File: config.mk
export PLATFORM = sky130hd
export DESIGN_NAME = json_string_escaper_utf8_check_core
export DESIGN_NICKNAME = d
export VERILOG_FILES = /design/src/rtl/core/jse_pkg.sv /design/src/rtl/core/json_string_escaper_utf8_check_core.sv
export SDC_FILE = /design/constraint.sdc
export NUM_CORES = 1
export LEC_CHECK = 0
export BUFFER_PORTS_ARGS = -buffer_cell sky130_fd_sc_hd__buf_2
export CAP_MARGIN = 40
export CORE_ASPECT_RATIO = 0.75
export CORE_MARGIN = 2
export CORE_UTILIZATION = 60
export CTS_CLUSTER_SIZE = 10
export DETAILED_ROUTE_END_ITERATION = 10
export PLACE_DENSITY_LB_ADDON = 0.25
export SKIP_LAST_GASP = 1
export SYNTH_ARGS = -nofsm -noshare
export SYNTH_HDL_FRONTEND = slang
export SYNTH_SLANG_ARGS = --single-unit
export TNS_END_PERCENT = 30
File: constraint.sdc
create_clock -name clk -period 14.2 [get_ports clk]
set_input_delay 0.71 -clock clk [delete_from_list [all_inputs] [get_ports clk]]
set_output_delay 0.71 -clock clk [all_outputs]
set_load 0.01 [all_outputs]
File: src/rtl/core/jse_pkg.sv
// ----------------------------------------------------------------------------
// jse_pkg: shared types and constants for the JSON string escaper
// Token kinds, escape characters, UTF-8 lead and continuation bounds and the
// lower-case hex digit helper.
// ----------------------------------------------------------------------------
`default_nettype none

package jse_pkg;

  // One token expands to one, two or six output bytes
  typedef enum logic [1:0] {
    TOK_RAW   = 2'd0,
    TOK_SHORT = 2'd1,
    TOK_ESC   = 2'd2
  } tok_kind_t;

  localparam logic [2:0] RAW_TOP   = 3'd0;
  localparam logic [2:0] SHORT_TOP = 3'd1;
  localparam logic [2:0] ESC_TOP   = 3'd5;

  localparam logic [7:0] CH_BSLASH = 8'h5C;
  localparam logic [7:0] CH_QUOTE  = 8'h22;
  localparam logic [7:0] CH_U      = 8'h75;
  localparam logic [7:0] CH_ZERO   = 8'h30;
  localparam logic [7:0] CH_LOW_A  = 8'h61;
  localparam logic [7:0] CH_B      = 8'h62;
  localparam logic [7:0] CH_F      = 8'h66;
  localparam logic [7:0] CH_N      = 8'h6E;
  localparam logic [7:0] CH_R      = 8'h72;
  localparam logic [7:0] CH_T      = 8'h74;

  localparam logic [7:0] CTL_BS  = 8'h08;
  localparam logic [7:0] CTL_TAB = 8'h09;
  localparam logic [7:0] CTL_LF  = 8'h0A;
  localparam logic [7:0] CTL_FF  = 8'h0C;
  localparam logic [7:0] CTL_CR  = 8'h0D;
  localparam logic [7:0] CTL_TOP = 8'h20;

  localparam logic [7:0] CONT_LO   = 8'h80;
  localparam logic [7:0] CONT_HI   = 8'hBF;
  localparam logic [7:0] LEAD2_LO  = 8'hC2;
  localparam logic [7:0] LEAD2_HI  = 8'hDF;
  localparam logic [7:0] LEAD3_LO  = 8'hE0;
  localparam logic [7:0] LEAD3_HI  = 8'hEF;
  localparam logic [7:0] LEAD4_LO  = 8'hF0;
  localparam logic [7:0] LEAD4_HI  = 8'hF4;
  localparam logic [7:0] LEAD_E0   = 8'hE0;
  localparam logic [7:0] LEAD_ED   = 8'hED;
  localparam logic [7:0] LEAD_F0   = 8'hF0;
  localparam logic [7:0] LEAD_F4   = 8'hF4;
  localparam logic [7:0] E0_CONT_LO = 8'hA0;
  localparam logic [7:0] ED_CONT_HI = 8'h9F;
  localparam logic [7:0] F0_CONT_LO = 8'h90;
  localparam logic [7:0] F4_CONT_HI = 8'h8F;

  localparam logic [2:0] SEQ_NONE = 3'd0;
  localparam logic [2:0] SEQ_TWO  = 3'd2;
  localparam logic [2:0] SEQ_THREE = 3'd3;
  localparam logic [2:0] SEQ_FOUR = 3'd4;

  function automatic logic [7:0] hex_digit(input logic [3:0] v);
    logic [7:0] r;
    if (v < 4'd10) begin
      r = CH_ZERO + {4'd0, v};
    end else begin
      r = CH_LOW_A + {4'd0, v} - 8'd10;
    end
    return r;
  endfunction

endpackage

`default_nettype wire

File: src/rtl/core/json_string_escaper_utf8_check_core.sv
// ----------------------------------------------------------------------------
// json_string_escaper_utf8_check_core: JSON string body escaper
// Escapes a byte stream for a JSON string body and checks UTF-8 on the fly.
// ----------------------------------------------------------------------------
// Usage:
//   Input channel (in_valid/in_ready) takes one source byte per request, with
//   in_end_of_string on the final byte of a string. Output channel
//   (out_valid/out_ready) gives the escaped body one byte per request, with
//   out_last on the final byte of the string. No surrounding quotes.
//   A request is planned in the cycle it is accepted into a token register
//   of up to four tokens (raw byte, two-byte short escape, six-byte \u00xx),
//   then serialized into the output register, so the first output byte
//   passes through both registers on its way out.
//   Throughput: a request that yields no byte (a held UTF-8 lead or
//   continuation byte) leaves the input ready; otherwise a request occupies
//   the serializer until it has handed over all its bytes (up to 24). The next
//   request is taken in the cycle the current one hands its last byte over.
//   Reset (rst_n low, synchronous) empties the held sequence and both
//   registers. When the receiver stalls, the output register holds its byte
//   and the serializer and input side stall behind it.
// ----------------------------------------------------------------------------
`default_nettype none

module json_string_escaper_utf8_check_core (
  input  wire logic       clk,
  input  wire logic       rst_n,
  input  wire logic       in_valid,
  output logic            in_ready,
  input  wire logic [7:0] in_data_byte,
  input  wire logic       in_end_of_string,
  output logic            out_valid,
  input  wire logic       out_ready,
  output logic [7:0]      out_byte,
  output logic            out_last
);

  // held UTF-8 sequence state
  logic [7:0] held_r [3];
  logic [1:0] held_cnt_r;
  logic [2:0] seq_len_r;

  // token register
  logic                job_valid_r;
  jse_pkg::tok_kind_t  tok_kind_r [4];
  logic [7:0]          tok_val_r [4];
  logic [1:0]          tok_top_r;
  logic                job_last_r;
  logic [1:0]          tok_idx_r;
  logic [2:0]          byte_idx_r;

  // output register
  logic       out_valid_r;
  logic [7:0] out_byte_r;
  logic       out_last_r;

  // plan signals
  logic [7:0]         held_nxt [3];
  logic [1:0]         held_cnt_nxt;
  logic [2:0]         seq_len_nxt;
  logic               fits;
  logic               do_fresh;
  logic [2:0]         na;
  jse_pkg::tok_kind_t a_kind;
  logic [2:0]         nb;
  jse_pkg::tok_kind_t b_kind;
  logic [7:0]         b_val;
  logic [2:0]         nc;
  logic [2:0]         plan_cnt;
  jse_pkg::tok_kind_t plan_kind [4];
  logic [7:0]         plan_val [4];
  logic               fr_hold;
  logic [2:0]         fr_seq;
  jse_pkg::tok_kind_t fr_kind;
  logic [7:0]         fr_val;

  // serializer signals
  logic               in_fire;
  logic               out_load;
  jse_pkg::tok_kind_t cur_kind;
  logic [7:0]         cur_val;
  logic [2:0]         cur_top;
  logic               byte_final;
  logic               job_final;
  logic [7:0]         cur_byte;

  function automatic logic [7:0] pick3(input logic [7:0] b0, input logic [7:0] b1,
                                       input logic [7:0] b2, input logic [1:0] idx);
    logic [7:0] r;
    case (idx)
      2'd0:    r = b0;
      2'd1:    r = b1;
      default: r = b2;
    endcase
    return r;
  endfunction

  // continuation check, with the narrowed second-byte ranges
  always_comb begin
    fits = (in_data_byte >= jse_pkg::CONT_LO) && (in_data_byte <= jse_pkg::CONT_HI);
    if (held_cnt_r == 2'd1) begin
      unique case (held_r[0])
        jse_pkg::LEAD_E0: fits = (in_data_byte >= jse_pkg::E0_CONT_LO) &&
                                 (in_data_byte <= jse_pkg::CONT_HI);
        jse_pkg::LEAD_ED: fits = (in_data_byte >= jse_pkg::CONT_LO) &&
                                 (in_data_byte <= jse_pkg::ED_CONT_HI);
        jse_pkg::LEAD_F0: fits = (in_data_byte >= jse_pkg::F0_CONT_LO) &&
                                 (in_data_byte <= jse_pkg::CONT_HI);
        jse_pkg::LEAD_F4: fits = (in_data_byte >= jse_pkg::CONT_LO) &&
                                 (in_data_byte <= jse_pkg::F4_CONT_HI);
        default: ;
      endcase
    end
  end

  // classify a byte that starts afresh
  always_comb begin
    fr_hold = 1'b0;
    fr_seq  = jse_pkg::SEQ_NONE;
    fr_kind = jse_pkg::TOK_RAW;
    fr_val  = in_data_byte;
    unique case (in_data_byte)
      jse_pkg::CH_QUOTE:  begin fr_kind = jse_pkg::TOK_SHORT; fr_val = jse_pkg::CH_QUOTE;  end
      jse_pkg::CH_BSLASH: begin fr_kind = jse_pkg::TOK_SHORT; fr_val = jse_pkg::CH_BSLASH; end
      jse_pkg::CTL_BS:    begin fr_kind = jse_pkg::TOK_SHORT; fr_val = jse_pkg::CH_B;      end
      jse_pkg::CTL_FF:    begin fr_kind = jse_pkg::TOK_SHORT; fr_val = jse_pkg::CH_F;      end
      jse_pkg::CTL_LF:    begin fr_kind = jse_pkg::TOK_SHORT; fr_val = jse_pkg::CH_N;      end
      jse_pkg::CTL_CR:    begin fr_kind = jse_pkg::TOK_SHORT; fr_val = jse_pkg::CH_R;      end
      jse_pkg::CTL_TAB:   begin fr_kind = jse_pkg::TOK_SHORT; fr_val = jse_pkg::CH_T;      end
      default: begin
        if (in_data_byte < jse_pkg::CTL_TOP) begin
          fr_kind = jse_pkg::TOK_ESC;
        end else if (in_data_byte < jse_pkg::CONT_LO) begin
          fr_kind = jse_pkg::TOK_RAW;
        end else if (in_data_byte >= jse_pkg::LEAD2_LO && in_data_byte <= jse_pkg::LEAD2_HI) begin
          fr_hold = 1'b1;
          fr_seq  = jse_pkg::SEQ_TWO;
        end else if (in_data_byte >= jse_pkg::LEAD3_LO && in_data_byte <= jse_pkg::LEAD3_HI) begin
          fr_hold = 1'b1;
          fr_seq  = jse_pkg::SEQ_THREE;
        end else if (in_data_byte >= jse_pkg::LEAD4_LO && in_data_byte <= jse_pkg::LEAD4_HI) begin
          fr_hold = 1'b1;
          fr_seq  = jse_pkg::SEQ_FOUR;
        end else begin
          fr_kind = jse_pkg::TOK_ESC;
        end
      end
    endcase
  end

  // plan: held tokens, then the fresh token, then the end-of-string flush
  always_comb begin
    held_nxt     = held_r;
    held_cnt_nxt = 2'd0;
    seq_len_nxt  = jse_pkg::SEQ_NONE;
    na           = 3'd0;
    a_kind       = jse_pkg::TOK_RAW;
    nb           = 3'd0;
    b_kind       = jse_pkg::TOK_RAW;
    b_val        = in_data_byte;
    do_fresh     = 1'b1;
    if (held_cnt_r != 2'd0) begin
      if (fits) begin
        do_fresh = 1'b0;
        if ({1'b0, held_cnt_r} + 3'd1 == seq_len_r) begin
          na = {1'b0, held_cnt_r};
          nb = 3'd1;
        end else begin
          case (held_cnt_r)
            2'd1:    held_nxt[1] = in_data_byte;
            default: held_nxt[2] = in_data_byte;
          endcase
          held_cnt_nxt = held_cnt_r + 2'd1;
          seq_len_nxt  = seq_len_r;
        end
      end else begin
        na     = {1'b0, held_cnt_r};
        a_kind = jse_pkg::TOK_ESC;
      end
    end
    if (do_fresh) begin
      if (fr_hold) begin
        held_nxt[0]  = in_data_byte;
        held_cnt_nxt = 2'd1;
        seq_len_nxt  = fr_seq;
      end else begin
        nb     = 3'd1;
        b_kind = fr_kind;
        b_val  = fr_val;
      end
    end
    nc       = in_end_of_string ? {1'b0, held_cnt_nxt} : 3'd0;
    plan_cnt = na + nb + nc;
    for (int k = 0; k < 4; k++) begin
      logic [2:0] kk;
      logic [2:0] ci;
      kk = 3'(k);
      ci = kk - na - nb;
      if (kk < na) begin
        plan_kind[k] = a_kind;
        plan_val[k]  = pick3(held_r[0], held_r[1], held_r[2], kk[1:0]);
      end else if (kk < na + nb) begin
        plan_kind[k] = b_kind;
        plan_val[k]  = b_val;
      end else begin
        plan_kind[k] = jse_pkg::TOK_ESC;
        plan_val[k]  = pick3(held_nxt[0], held_nxt[1], held_nxt[2], ci[1:0]);
      end
    end
  end

  // serializer
  always_comb begin
    cur_kind = tok_kind_r[tok_idx_r];
    cur_val  = tok_val_r[tok_idx_r];
    unique case (cur_kind)
      jse_pkg::TOK_SHORT: cur_top = jse_pkg::SHORT_TOP;
      jse_pkg::TOK_ESC:   cur_top = jse_pkg::ESC_TOP;
      default:            cur_top = jse_pkg::RAW_TOP;
    endcase
    unique case (cur_kind)
      jse_pkg::TOK_SHORT: cur_byte = (byte_idx_r == 3'd0) ? jse_pkg::CH_BSLASH : cur_val;
      jse_pkg::TOK_ESC: begin
        case (byte_idx_r)
          3'd0:    cur_byte = jse_pkg::CH_BSLASH;
          3'd1:    cur_byte = jse_pkg::CH_U;
          3'd2:    cur_byte = jse_pkg::CH_ZERO;
          3'd3:    cur_byte = jse_pkg::CH_ZERO;
          3'd4:    cur_byte = jse_pkg::hex_digit(cur_val[7:4]);
          default: cur_byte = jse_pkg::hex_digit(cur_val[3:0]);
        endcase
      end
      default: cur_byte = cur_val;
    endcase
    byte_final = (byte_idx_r == cur_top);
    job_final  = byte_final && (tok_idx_r == tok_top_r);
  end

  assign out_load  = job_valid_r && (!out_valid_r || out_ready);
  assign in_ready  = !job_valid_r || (out_load && job_final);
  assign in_fire   = in_valid && in_ready;
  assign out_valid = out_valid_r;
  assign out_byte  = out_byte_r;
  assign out_last  = out_last_r;

  // control state
  always_ff @(posedge clk) begin
    if (!rst_n) begin
      held_cnt_r  <= 2'd0;
      seq_len_r   <= jse_pkg::SEQ_NONE;
      job_valid_r <= 1'b0;
      tok_idx_r   <= 2'd0;
      byte_idx_r  <= 3'd0;
      out_valid_r <= 1'b0;
    end else begin
      if (in_fire) begin
        // a flagged byte always leaves the sequence empty
        held_cnt_r  <= in_end_of_string ? 2'd0 : held_cnt_nxt;
        seq_len_r   <= in_end_of_string ? jse_pkg::SEQ_NONE : seq_len_nxt;
        job_valid_r <= (plan_cnt != 3'd0);
        tok_idx_r   <= 2'd0;
        byte_idx_r  <= 3'd0;
      end else if (out_load) begin
        if (job_final) begin
          job_valid_r <= 1'b0;
        end else if (byte_final) begin
          tok_idx_r  <= tok_idx_r + 2'd1;
          byte_idx_r <= 3'd0;
        end else begin
          byte_idx_r <= byte_idx_r + 3'd1;
        end
      end
      if (out_load) begin
        out_valid_r <= 1'b1;
      end else if (out_ready) begin
        out_valid_r <= 1'b0;
      end
    end
  end

  // payload
  always_ff @(posedge clk) begin
    if (in_fire) begin
      held_r     <= held_nxt;
      tok_kind_r <= plan_kind;
      tok_val_r  <= plan_val;
      tok_top_r  <= plan_cnt[1:0] - 2'd1;
      job_last_r <= in_end_of_string;
    end
    if (out_load) begin
      out_byte_r <= cur_byte;
      out_last_r <= job_last_r && job_final;
    end
  end

endmodule

`default_nettype wire

=== Yosys cells after proc, flatten, opt, wreduce, memory -nomap -nowiden ===
Cells that the tools add are included.
W data, S select, Z words.

* Bits in read-only memories: 0
* Output and inout bits: 11
* Latch bits: 0
* Memory bits (writable): 0
* Memories kept: 0
* Logic and storage cells: 223
* Bits in registers: 88

* Bitwise logic cells: 3
* $lt $le $gt $ge: 25
* Reduce and logical (&&, ||, !) cells: 33
* Multiplexer cells: 95
* Divide/modulo/power cells: 0
* Multipliers: 0
* Add/subtract/negate cells: 21
* Shifts and indexed selects: 0
* Equality and inequality tests: 25

{| class="wikitable"
|+ Operators with widths
! operator !! count
|-
| $mux W8 || 19
|-
| $pmux W8 S2 || 5
|-
| $mux W2 || 28
|-
| $pmux W8 S7 || 1
|-
| $mux W3 || 17
|-
| $ge A8 B8 Y1 const B || 6
|-
| $le A8 B8 Y1 const B || 6
|-
| $mux W16 || 3
|-
| $eq A8 B4 Y1 const B || 5
|-
| $eq A8 B8 Y1 const B || 4
|-
| $pmux W8 S4 || 1
|-
| $mux W1 || 17
|-
| $add A7 B4 Y8 const A || 2
|-
| $bmux W8 S2 || 1
|-
| $sub A8 B4 Y8 const B || 2
|-
| $add A6 B4 Y7 const A || 2
|-
| $logic_and A1 B1 Y1 || 13
|-
| $eq A2 B1 Y1 const B || 6
|-
| $lt A1 B3 Y1 const A || 4
|-
| $lt A2 B3 Y1 const A || 4
|-
| $eq A8 B6 Y1 const B || 1
|-
| $eq A8 B7 Y1 const B || 1
|-
| $logic_not A2 Y1 || 4
|-
| $lt A4 B4 Y1 const B || 2
|-
| other kinds (32) || 48
|}

=== Logic depth before layout (Yosys ltp) ===
Gate-level depths: netlist of run 1.

* Word-level depth: 15
* Mapped depth: 18

=== Worst setup path before layout of run 1 ===
OpenSTA, ideal clock, no wires.

* Kind: reg-to-reg
* Start: reg tok_idx_r[0]
* End: reg held_r[0] (netlist bit), enable pin
* Stages on the path, launching flop included: 11
* Clock period less this slack: 4755 ps
* Setup time: 421 ps
* Slack: 9445 ps
* Data arrival time: 4334 ps
* Buffers on the path: 3
* Path through: dfxtp_1 > clkbuf_1 > buf_2 > mux4_2 > ha_1 > xnor2_1 > or3_4 > o41ai_4 > nand2_1 > buf_2 > inv_1

* Longest elaborated chain between the ends: 11
* Elaborated cells between the ends (all ways): 13

{| class="wikitable"
|+ RTL lines
! item !! line !! RTL
|-
| from (decl) || json_string_escaper_utf8_check_core.sv:48 || <nowiki>logic [1:0] tok_idx_r;</nowiki>
|-
| from (signal assigned) || json_string_escaper_utf8_check_core.sv:266 || <nowiki>tok_idx_r <= tok_idx_r + 2'd1;</nowiki>
|-
| $not A2 Y3 (not written as such) || json_string_escaper_utf8_check_core.sv:213 || <nowiki>cur_kind = tok_kind_r[tok_idx_r];</nowiki>
|-
| $bmux W2 S2 || json_string_escaper_utf8_check_core.sv:213 ||
|-
| $mux W2 (not written as such) (2 in series) || json_string_escaper_utf8_check_core.sv:213 ||
|-
| $eq A2 B2 Y1 / $eq A2 B1 Y1 (equally long branches) || json_string_escaper_utf8_check_core.sv:215 || <nowiki>unique case (cur_kind)</nowiki>
|-
| $pmux W3 S2 || json_string_escaper_utf8_check_core.sv:215 ||
|-
| $eq A3 B3 Y1 || json_string_escaper_utf8_check_core.sv:234 || <nowiki>byte_final = (byte_idx_r == cur_top);</nowiki>
|-
| $logic_and A1 B1 Y1 * || json_string_escaper_utf8_check_core.sv:235 || <nowiki>job_final = byte_final && (tok_idx_r == tok_top_r);</nowiki>
|-
| $logic_and A1 B1 Y1 * || json_string_escaper_utf8_check_core.sv:239 || <nowiki>assign in_ready = !job_valid_r || (out_load && job_final);</nowiki>
|-
| $logic_or A1 B1 Y1 * || json_string_escaper_utf8_check_core.sv:239 ||
|-
| net in_ready || json_string_escaper_utf8_check_core.sv:28 || <nowiki>output logic in_ready,</nowiki>
|-
| $logic_and A1 B1 Y1 * || json_string_escaper_utf8_check_core.sv:240 || <nowiki>assign in_fire = in_valid && in_ready;</nowiki>
|-
| net in_fire || json_string_escaper_utf8_check_core.sv:77 || <nowiki>logic in_fire;</nowiki>
|-
| to (signal assigned) || json_string_escaper_utf8_check_core.sv:283 || <nowiki>held_r <= held_nxt;</nowiki>
|-
| to (decl) || json_string_escaper_utf8_check_core.sv:38 || <nowiki>logic [7:0] held_r [3];</nowiki>
|}

The timed path passes the listed nets; every way through them passes the cells marked *. The select of a mux whose other input is x is not followed.
A chain may end at the register's enable or synchronous reset.

==> impl_metrics.py, run 1 <==
metrics = {
    "setup_path": {
        "required_ps": 14290,
        "cpPeakStageDelay_ps": 560,
        "path_class": "primary input to flop",
        "start_kind": "primary input",
        "critPathMostFrequentCell": "inv_1",
        "crit_chain": "buf_2 -> or4_1 -> o211ai_1 -> and2_1 -> o21ai_0 -> inv_1 -> ha_1 -> inv_1 -> ha_1 -> inv_1 -> o21ai_0 -> buf_2 -> nand2b_1 -> a31oi_1 -> a31oi_1 -> mux2_4",
        "cp_num_buf_inv": 5,
        "worstSetupEndpointType": "flop",
        "crit_arrival_ps": 5130,
        "cpMaxStageDelayCell": "ha_1",
        "reg2reg_from": "held_cnt_r[0]",
        "critPathLaunch": "in_data_byte[1]",
        "crit_family": "compound AO/OA/AOI/OAI gates",
        "crit_fanout": 15,
    },
    "yosys": {
        "synth_top_area_share_pct": 37.0,
        "synth-warning-count": 0,
        "synth_edf_count": 76,
        "ys_top_cells_by_area": "edfxtp_1 37%, mux2i_1 5.7%, dfxtp_1 3.9%",
        "seq_area_frac_synth_pct": 40.9,
        "yosys_register_bits": 88,
        "synthArstFlopShare_pct": 0,
        "synth_cell_types": 83,
        "ys.flop_type": "edfxtp_1",
        "syn_area_um2": 6170,
        "synth_nets": 650,
        "post_synth.cell_area_avg_um2": 10.0,
        "synth_top_area_cell": "edfxtp_1",
        "netlist_instances": 617,
    },
    "global_routing": {
        "grt_pass1_vias": 4749,
        "grt_pass1_wl_um": 26500,
        "globalRouteOverflowTotal": 0,
        "antenna_found_initial": 0,
        "globalRouteTotalUtil_pct": 31.5,
        "grt_max_degree": 68,
    },
    "routing": {
        "dr.first_iter.drc_count": 557,
        "wl_per_cell_um": 22.2,
        "dr.pass1.iters": 5,
        "vias": 5165,
        "wl_um": 17000,
        "drc": 0,
        "viasPerCell": 6.77,
        "detail-route-antenna-nets": 0,
    },
    "sta": {
        "skew_ps": 9.56,
        "drv_slew": 0,
        "final.setup.tns_ps": 0,
        "setup_viol": 0,
        "clock.fmax_mhz": 198,
        "tightestPinTransition_ps": 878,
        "period_needed_ps": 5040,
        "max_slew_margin_pct": 41.4,
        "rsz0062_at_grt": "no",
        "fin_crit_sh_pct": 35.5,
        "hold_viol": 0,
    },
    "clocking": {
        "htreeDepth": 3,
        "clkTransAtPathRegs_ps": 70,
        "numCtsBuffers": 9,
        "hold_buffers": 0,
        "worst_skew_pair.late_latency_ps": 340,
        "cts-root-buf": "clkbuf_16",
        "cts_resized": 0,
        "cts_sinks": 88,
        "postCtsSetupBuffers": 0,
        "cts_tree": "done",
        "clk_path_buf_depth": 2,
    },
    "cells_and_area": {
        "fill_cells": 800,
        "layout_common_cells": "76 x edfxtp_1, 55 x nand2_1, 46 x nor2_1",
        "final_common_cell": "edfxtp_1",
        "antenna_cells": 0,
        "seq_area_um2": 2520,
        "layout.cells.non_filler": 763,
        "drive_gt1_share_pct": 13.9,
        "multi_input_area_um2": 3350,
        "synthToLayoutAreaGrowth_pct": 7.95,
        "nets": 655,
    },
    "placed_design": {
        "io_buffers": 23,
        "dp_hpwl_um": 12600,
        "dpl.cell_count": 747,
        "finalWeightedCongestion": 0.944,
    },
    "run": {
        "max_cap_violations": 0,
    },
    "power": {
        "ir_worst_vdd_uv": 75.0,
        "power.density_nw_per_um2": 107,
        "p_leak_nw": 2.52,
    },
    "floorplanning": {
        "die_h_um": 91.8,
        "design.core.area_um2": 10100,
        "chipWidth_um": 121,
        "rows": 32,
        "initial_core_util_pct": 60.9,
        "dieArea_um2": 11100,
        "boundaryPins": 24,
    },
    "min_path": {
        "min_from": "job_valid_r",
        "hold_path.class": "flop to flop",
    },
    "status": {
        "status": "completed",
    },
}
## per-layer routing
metal / routed length, um / up-vias / track usage [%]
met4: 627 / 0 / 12.6
met1: 7350 / 2497 / 44.9
li1: - / 2349 / -
met3: 1210 / 44 / 5.22
met5: 0 / - / 0
met2: 7780 / 275 / 48.0
## worst register-to-register path: stages, from the launching register on
cell	delay (ps)
dfxtp_1	660
inv_1	150
ha_1	410
xnor2_2	330
nand3_4	170
nand2_1	160
o21ai_0	130
inv_1	100
ha_1	210
inv_1	60
ha_1	560
inv_1	300
o21ai_0	430
buf_2	280
nand2b_1	80
a31oi_1	130
a31oi_1	60
mux2_4	290
## per-stage QoR
step	instance area, um^2	utilization [%]	hold WS [ps]	setup slack (ps)	power [mW]
finish	6660	65.7	534	9160	0.714
global route	6660	65.7	575	8700	0.741
CTS	6660	65.7	531	9290	0.714
detailed placement	6350	62.6	522	8950	0.464
global placement	6330	62.5	518	8850	0.460
floorplan	6170	-	480	9440	0.423
## where the power goes
part           switching [mW]  internal [mW]
sequential             0.0144          0.312
clock                   0.112          0.141
combinational          0.0850         0.0498
total                   0.211          0.503
## flip-flops by register name, summed over array words and instances, names as in the netlist
register and flops:
tok_top_r 2, held_r 24, out_last 1, job_valid_r 1, tok_val_r 32, seq_len_r 3
tok_kind_r 8, tok_idx_r 2, job_last_r 1, byte_idx_r 3, held_cnt_r 2, out_byte 8
out_valid 1
## area by class of cell
type	instances	area share, %
clock buffers	9	3.38
clock inverters	7	1.30
inverters	37	2.09
multi-input cells	456	50.3
flip-flops and latches	88	37.9
well taps	136	2.56
repair buffers	30	2.54
## logic make-up after synthesis
kind of cell             count (synthesis)  synth area share (%)
buffers and inverters                   73                  4.85
multiplexers                            56                  11.2
adder cells (fa/ha/maj)                 20                  4.18
flip-flops                              88                  40.9
AND/OR/NAND/NOR                        190                  15.8
AO/OA/AOI/OAI                          177                  20.7
XOR/XNOR                                13                  2.39
## path summary, 6_finish.rpt
check                  end  slack, ps  cells past startpoint
max          tok_val_r[15]       9160                     16
min            job_valid_r        530                      2
max reg2reg  tok_val_r[15]       9460                     17
min reg2reg    job_valid_r        530                      2
## synth_stat cells (3+ instances only)
master and instances:
edfxtp_1 76, nand2_1 55, nor2_1 46, a21oi_1 39
inv_1 35, mux2i_1 35, o21ai_0 31, clkbuf_1 21
ha_1 19, a31oi_1 16, nand2b_1 13, dfxtp_1 12
nor2b_1 12, buf_2 11, mux2_2 11, mux4_2 9
nor3_1 9, and2_1 7, and3_1 7, o22ai_1 7
or3_1 7, xor2_1 6, a211oi_1 5, a21boi_1 5
a22oi_1 5, o221ai_1 5, a221oi_1 4, nor4_1 4
o211ai_1 4, o21a_1 4, o32a_1 4, or2_2 4
or4_1 4, xnor2_1 4, a211o_1 3, a22o_1 3
a311oi_1 3, a31o_2 3, and4b_1 3, buf_4 3
nand3_1 3, nor3b_1 3, o2111ai_1 3, o21ai_1 3
Note: power is estimated with default switching activity, not from simulation.
==> inputs of run 2 (changes only) <==
--- a/config.mk
+++ b/config.mk
@@ -5,6 +5,7 @@
 export SDC_FILE = /design/constraint.sdc
 export NUM_CORES = 1
 export LEC_CHECK = 0
+export ABC_AREA = 1
 export BUFFER_PORTS_ARGS = -buffer_cell sky130_fd_sc_hd__buf_2
 export CAP_MARGIN = 40
 export CORE_ASPECT_RATIO = 0.75
==> constraint.sdc (replaced) <==
create_clock -name clk -period 5.2 [get_ports clk]
set_input_delay 0.26 -clock clk [delete_from_list [all_inputs] [get_ports clk]]
set_output_delay 0.26 -clock clk [all_outputs]
set_load 0.01 [all_outputs]
==> run 2 against run 1 <==
First-iteration DRC count grew 67%. Routed wire length rose by 18%. Total power grew to 2.8 times the previous value. Clock skew down 2.8 ps. Via count up 25%. Sequential power grew to 2.8 times the previous value. Setup slack lost 8500 ps. Critical endpoint is now tok_val_r[13]. Largest power group unchanged. Highest routed layer unchanged.
==> impl_metrics.py, run 2 <==
metrics = {
    "power": {
        "power.density_nw_per_um2": 288,
        "switching_share_pct": 33.7,
        "ir_worst_vdd_uv": 225,
        "p_seq_share_pct": 45.2,
        "p_leak_nw": 3.24,
        "power.switching_uw": 681,
        "pwr-share-clk_pct": 30.5,
        "comb_power_share_pct": 24.3,
        "power_mw": 2.02,
        "p_int_mw": 1.34,
    },
    "sta": {
        "fin_crit_sh_pct": 88.2,
        "period_needed_ps": 4590,
        "setup_viol": 0,
        "rsz0062_at_grt": "no",
        "drv_slew": 0,
        "final.setup.tns_ps": 0,
        "max_slew_margin_pct": 47.1,
        "clock.fmax_mhz": 218,
        "tightestPinTransition_ps": 793,
        "hold_viol": 0,
        "skew_ps": 6.81,
    },
    "setup_path": {
        "rr_endpoint": "tok_val_r[13]",
        "path_class": "flop to flop",
        "critPathMostFrequentCell": "inv_1",
        "reg2reg_from": "held_cnt_r[0]",
        "cpPeakStageDelay_ps": 600,
        "cpMaxStageDelayCell": "ha_1",
        "start_kind": "flop",
        "worstSetupEndpointType": "flop",
        "crit_fanout": 26,
        "r2r_slack_ps": 610,
        "crit_arrival_ps": 4690,
        "crit_chain": "inv_1 -> ha_1 -> xnor2_1 -> nand3_2 -> nand4_2 -> nand2_1 -> inv_1 -> ha_1 -> inv_1 -> ha_1 -> clkinv_1 -> nor2_1 -> nor2_1 -> inv_1 -> nand2_1 -> o21bai_1 -> nand2_1",
        "required_ps": 5300,
        "reg2reg_depth": 17,
    },
    "global_routing": {
        "globalRouteOverflowTotal": 0,
        "grt_pass1_vias": 5734,
        "grt_max_degree": 42,
        "globalRouteTotalUtil_pct": 35.4,
        "grt_pass1_wl_um": 31600,
        "antenna_found_initial": 0,
    },
    "yosys": {
        "yosys_register_bits": 88,
        "post_synth.cell_area_avg_um2": 6.98,
        "synthArstFlopShare_pct": 0,
        "netlist_instances": 936,
        "ys.flop_type": "edfxtp_1",
        "synthTopCellsByCount": "326 x nand2_1, 113 x inv_1, 76 x edfxtp_1",
        "synth_edf_count": 76,
        "seq_area_frac_synth_pct": 38.6,
        "synth-warning-count": 0,
        "synth_nets": 969,
        "synth_top_area_cell": "edfxtp_1",
        "ys_top_cells_by_area": "edfxtp_1 35%, nand2_1 19%, inv_1 6.5%",
        "syn_area_um2": 6530,
        "synth_top_area_share_pct": 34.9,
        "synth_most_common_cell": "nand2_1",
        "synth_cell_types": 48,
    },
    "clocking": {
        "clkTransAtPathRegs_ps": 70,
        "htreeDepth": 3,
        "hold_buffers": 0,
        "cts_resized": 0,
        "clk_path_buf_depth": 2,
        "numCtsBuffers": 9,
        "worst_skew_pair.late_latency_ps": 360,
        "cts-root-buf": "clkbuf_16",
        "cts_sinks": 88,
        "cts_tree": "done",
        "postCtsSetupBuffers": 0,
    },
    "routing": {
        "drc": 0,
        "viasPerCell": 5.93,
        "detail-route-antenna-nets": 0,
        "wl_per_cell_um": 18.4,
        "dr.pass1.iters": 6,
        "vias": 6449,
        "wl_um": 20000,
        "dr.first_iter.drc_count": 929,
    },
    "floorplanning": {
        "rows": 32,
        "chipWidth_um": 124,
        "boundaryPins": 24,
        "initial_core_util_pct": 62.5,
        "dieArea_um2": 11700,
        "design.core.area_um2": 10500,
        "die_h_um": 94.3,
    },
    "cells_and_area": {
        "final_common_cell": "nand2_1",
        "nets": 979,
        "antenna_cells": 0,
        "reg_top3": "tok_val_r x32, held_r x24",
        "synthToLayoutAreaGrowth_pct": 7.20,
        "fill_cells": 919,
        "layout_common_cells": "326 x nand2_1, 112 x inv_1, 76 x edfxtp_1",
        "largest_reg_flops": 32,
        "drive_gt1_share_pct": 8.41,
        "top_register": "tok_val_r",
    },
    "status": {
        "status": "completed",
    },
    "run": {
        "max_cap_violations": 0,
    },
    "min_path": {
        "hold_end": "job_last_r",
        "holdPathStages": 1,
        "hold_path.class": "primary input to flop",
        "min_from": "in_end_of_string",
    },
    "placed_design": {
        "io_buffers": 23,
        "dp_hpwl_um": 15200,
        "finalWeightedCongestion": 1.02,
    },
}
-- run 2: stage by stage --
stage	util [%]	setup WS, ps	hold WS [ps]	instance area [um^2]	std cells
4_1_cts	67.0	730	84.3	7000	1087
2_1_floorplan	-	614	359	6530	936
6_report	67.0	611	89.2	7000	1087
3_3_place_gp	64.3	984	452	6720	1070
5_1_grt	67.0	222	84.3	7000	1087
3_5_place_dp	64.4	762	452	6730	1071
-- run 2: final cells by class --
type	count	area, um^2	share of cell area [%]
multi-input cells	690	3370	48.1
flip-flops and latches	88	2520	36.0
inverters	124	465	6.65
clock buffers	10	229	3.27
repair buffers	33	203	2.90
well taps	136	170	2.43
clock inverters	6	41.3	0.590
-- run 2: metal layers --
layer	vias up	track usage (%)	routed length (um)
met5	-	0	0
met3	61	10.1	2490
met2	392	48.4	7880
met1	2912	52.5	9010
met4	0	14.6	663
li1	3084	-	-
-- run 2: power by group through the flow --
stage                     registers (mW)  clock network [mW]  logic [mW]
after floorplan                    0.915                   0       0.326
after global placement             0.926                   0       0.470
after detailed placement           0.926                   0       0.470
after CTS                          0.912               0.614       0.473
after global routing               0.919               0.643       0.543
final                              0.912               0.616       0.491
-- run 2: how the worst max path moves through the flow --
stage                             start            end  slack [ps]  cells past startpoint
final                     held_cnt_r[0]  tok_val_r[13]         610                     17
after floorplan            tok_idx_r[0]  held_cnt_r[0]         610                     18
after global routing      held_cnt_r[0]   tok_val_r[9]         220                     17
after global placement    held_cnt_r[0]  tok_val_r[14]         980                     19
after CTS                 held_cnt_r[0]  tok_val_r[13]         730                     17
after detailed placement  held_cnt_r[0]  tok_val_r[12]         760                     17
-- run 2: worst max-delay path: cells and delay by family (launching register included) --
family | cells | cell delay [ps]
buf+inv | 5 | 1050
simple gates | 7 | 1390
fa+ha+maj | 3 | 1140
xor+xnor | 1 | 180
compound gates | 1 | 150
flops | 1 | 410
-- run 2: kinds of logic (layout without fill, tap and decap cells) --
kind of cell / count (synthesis) / count (layout) / synth area share, %
buffers and inverters: 158 / 173 / 9.77
AND/OR/NAND/NOR: 509 / 509 / 33.7
flip-flops: 88 / 88 / 38.6
AO/OA/AOI/OAI: 156 / 156 / 13.3
adder cells (fa/ha/maj): 20 / 20 / 3.95
XOR/XNOR: 5 / 5 / 0.671
==> inputs of run 3 (changes only) <==
--- a/config.mk
+++ b/config.mk
@@ -9,7 +9,6 @@
 export BUFFER_PORTS_ARGS = -buffer_cell sky130_fd_sc_hd__buf_2
 export CAP_MARGIN = 40
 export CORE_ASPECT_RATIO = 0.75
-export CORE_MARGIN = 2
 export CORE_UTILIZATION = 60
 export CTS_CLUSTER_SIZE = 10
 export DETAILED_ROUTE_END_ITERATION = 10
==> run 3 against run 2 <==
Sequential share of layout area fell by 0.051 points. Largest power group unchanged. First-iteration DRC count is 4.6% lower. Critical path depth unchanged. Fmax grew 1.5%. Non-clock buffer count stayed put. Cell count unchanged. Combinational power is essentially flat. Die area fell by 3.7%. Critical path type unchanged. Register-to-register slack better by 70 ps. Core utilization rose by 0.096 points. Total power rose by 0.18%. Routed wire length is 1.7% lower.
==> impl_metrics.py, run 3 (synthesis results as in run 2) <==
metrics = {
    "setup_path": {
        "path_class": "flop to flop",
        "worstSetupEndpointType": "flop",
        "crit_chain": "inv_1 -> ha_1 -> xnor2_1 -> nand3_2 -> nand4_2 -> nand2_1 -> inv_1 -> ha_1 -> inv_1 -> ha_1 -> clkinv_1 -> nor2_1 -> nor2_1 -> inv_1 -> nand2_1 -> o21bai_1 -> nand2_1",
        "start_kind": "flop",
        "cpMaxStageDelayCell": "ha_1",
        "crit_fanout": 26,
        "cpPeakStageDelay_ps": 600,
        "required_ps": 5300,
        "crit_arrival_ps": 4620,
        "critPathMostFrequentCell": "inv_1",
    },
    "cells_and_area": {
        "drive_gt1_share_pct": 8.52,
        "seq_area_um2": 2520,
        "antenna_cells": 0,
        "layout_common_cells": "326 x nand2_1, 112 x inv_1, 76 x edfxtp_1",
        "synthToLayoutAreaGrowth_pct": 7.36,
        "largest_reg_flops": 32,
        "fill_cells": 902,
        "reg_top3": "tok_val_r x32, held_r x24",
        "top_register": "tok_val_r",
        "multi_input_area_um2": 3370,
        "final_common_cell": "nand2_1",
        "nets": 979,
        "layout.cells.non_filler": 1087,
    },
    "clocking": {
        "cts_resized": 0,
        "cts-root-buf": "clkbuf_16",
        "clkTransAtPathRegs_ps": 70,
        "numCtsBuffers": 9,
        "postCtsSetupBuffers": 0,
        "hold_buffers": 0,
        "cts_sinks": 88,
        "cts_tree": "done",
        "clk_path_buf_depth": 2,
        "worst_skew_pair.late_latency_ps": 350,
        "htreeDepth": 3,
    },
    "floorplanning": {
        "design.core.area_um2": 10500,
        "initial_core_util_pct": 62.5,
        "die_h_um": 92.3,
        "chipWidth_um": 122,
        "boundaryPins": 24,
        "rows": 32,
        "dieArea_um2": 11300,
    },
    "power": {
        "switching_share_pct": 33.6,
        "power.switching_uw": 679,
        "power.density_nw_per_um2": 289,
        "p_leak_nw": 3.25,
        "comb_power_share_pct": 24.3,
        "pwr-share-clk_pct": 30.8,
        "p_seq_share_pct": 44.9,
        "ir_worst_vdd_uv": 294,
        "p_int_mw": 1.34,
        "power_mw": 2.02,
    },
    "routing": {
        "dr.first_iter.drc_count": 886,
        "wl_um": 19700,
        "wl_per_cell_um": 18.1,
        "viasPerCell": 6.06,
        "drc": 0,
        "detail-route-antenna-nets": 0,
        "dr.pass1.iters": 7,
        "vias": 6591,
    },
    "global_routing": {
        "globalRouteTotalUtil_pct": 36.7,
        "grt_pass1_vias": 5834,
        "grt_pass1_wl_um": 30900,
        "grt_max_degree": 59,
        "globalRouteOverflowTotal": 0,
        "antenna_found_initial": 0,
    },
    "sta": {
        "max_slew_margin_pct": 50.3,
        "clock.fmax_mhz": 221,
        "skew_ps": 10.2,
        "final.setup.tns_ps": 0,
        "hold_viol": 0,
        "period_needed_ps": 4520,
        "tightestPinTransition_ps": 746,
        "rsz0062_at_grt": "no",
        "fin_crit_sh_pct": 87.0,
        "drv_slew": 0,
        "setup_viol": 0,
        "hold_ws_ps": 115,
    },
    "status": {
        "status": "completed",
    },
    "placed_design": {
        "dpl.cell_count": 1071,
        "dp_hpwl_um": 14900,
        "finalWeightedCongestion": 1.03,
        "io_buffers": 23,
    },
    "run": {
        "max_cap_violations": 0,
    },
    "min_path": {
        "hold_path.class": "primary input to flop",
    },
}
==> run 3: metrics by stage <==
| stage | utilization (%) | setup WS [ps] | area [um^2] |
|---|---|---|---|
| 4_1_cts | 67.1 | 736 | 7010 |
| 2_1_floorplan | - | 614 | 6530 |
| 6_report | 67.1 | 678 | 7010 |
| 3_3_place_gp | 64.3 | 985 | 6720 |
| 3_5_place_dp | 64.4 | 753 | 6730 |
| 5_1_grt | 67.1 | 243 | 7010 |
==> run 3: path summary, 6_finish.rpt <==
| path | slack [ps] | from | endpoint | depth (start not counted) |
|---|---|---|---|---|
| min | 110 | in_end_of_string | job_last_r | 1 |
| max reg2reg | 680 | held_cnt_r[0] | tok_val_r[10] | 17 |
| min reg2reg | 480 | job_valid_r | out_valid | 2 |
| max | 680 | held_cnt_r[0] | tok_val_r[10] | 17 |
==> run 3: layout make-up <==
| cell class | count | share of cell area, % |
|---|---|---|
| flip-flops and latches | 88 | 36.0 |
| multi-input cells | 690 | 48.1 |
| inverters | 124 | 6.64 |
| repair buffers | 33 | 2.89 |
| clock buffers | 10 | 3.27 |
| well taps | 136 | 2.43 |
| clock inverters | 6 | 0.732 |
==> run 3: per-layer routing <==
layer	GRT usage, %	part of all wire, %	wire length (um)	up-vias
li1	-	-	-	3081
met4	14.6	3.8	748	0
met3	13.6	15	2960	76
met2	48.5	39	7750	461
met1	53.5	42	8260	2973
met5	0	0	0	-
==> run 3: worst max-delay path: cells and delay by family, from the launching register on <==
kind            cells  cell delay (ps)
xor+xnor            1              180
buf+inv             5             1030
simple gates        7             1340
compound gates      1              170
flops               1              410
fa+ha+maj           3             1150
==> run 3: power by group through the flow <==
| stage | logic (mW) | clock network (mW) | registers [mW] |
|---|---|---|---|
| 5_1_grt | 0.542 | 0.655 | 0.914 |
| 4_1_cts | 0.473 | 0.626 | 0.907 |
| 6_report | 0.491 | 0.623 | 0.909 |
| 2_1_floorplan | 0.326 | 0 | 0.915 |
| 3_3_place_gp | 0.465 | 0 | 0.921 |
| 3_5_place_dp | 0.471 | 0 | 0.922 |
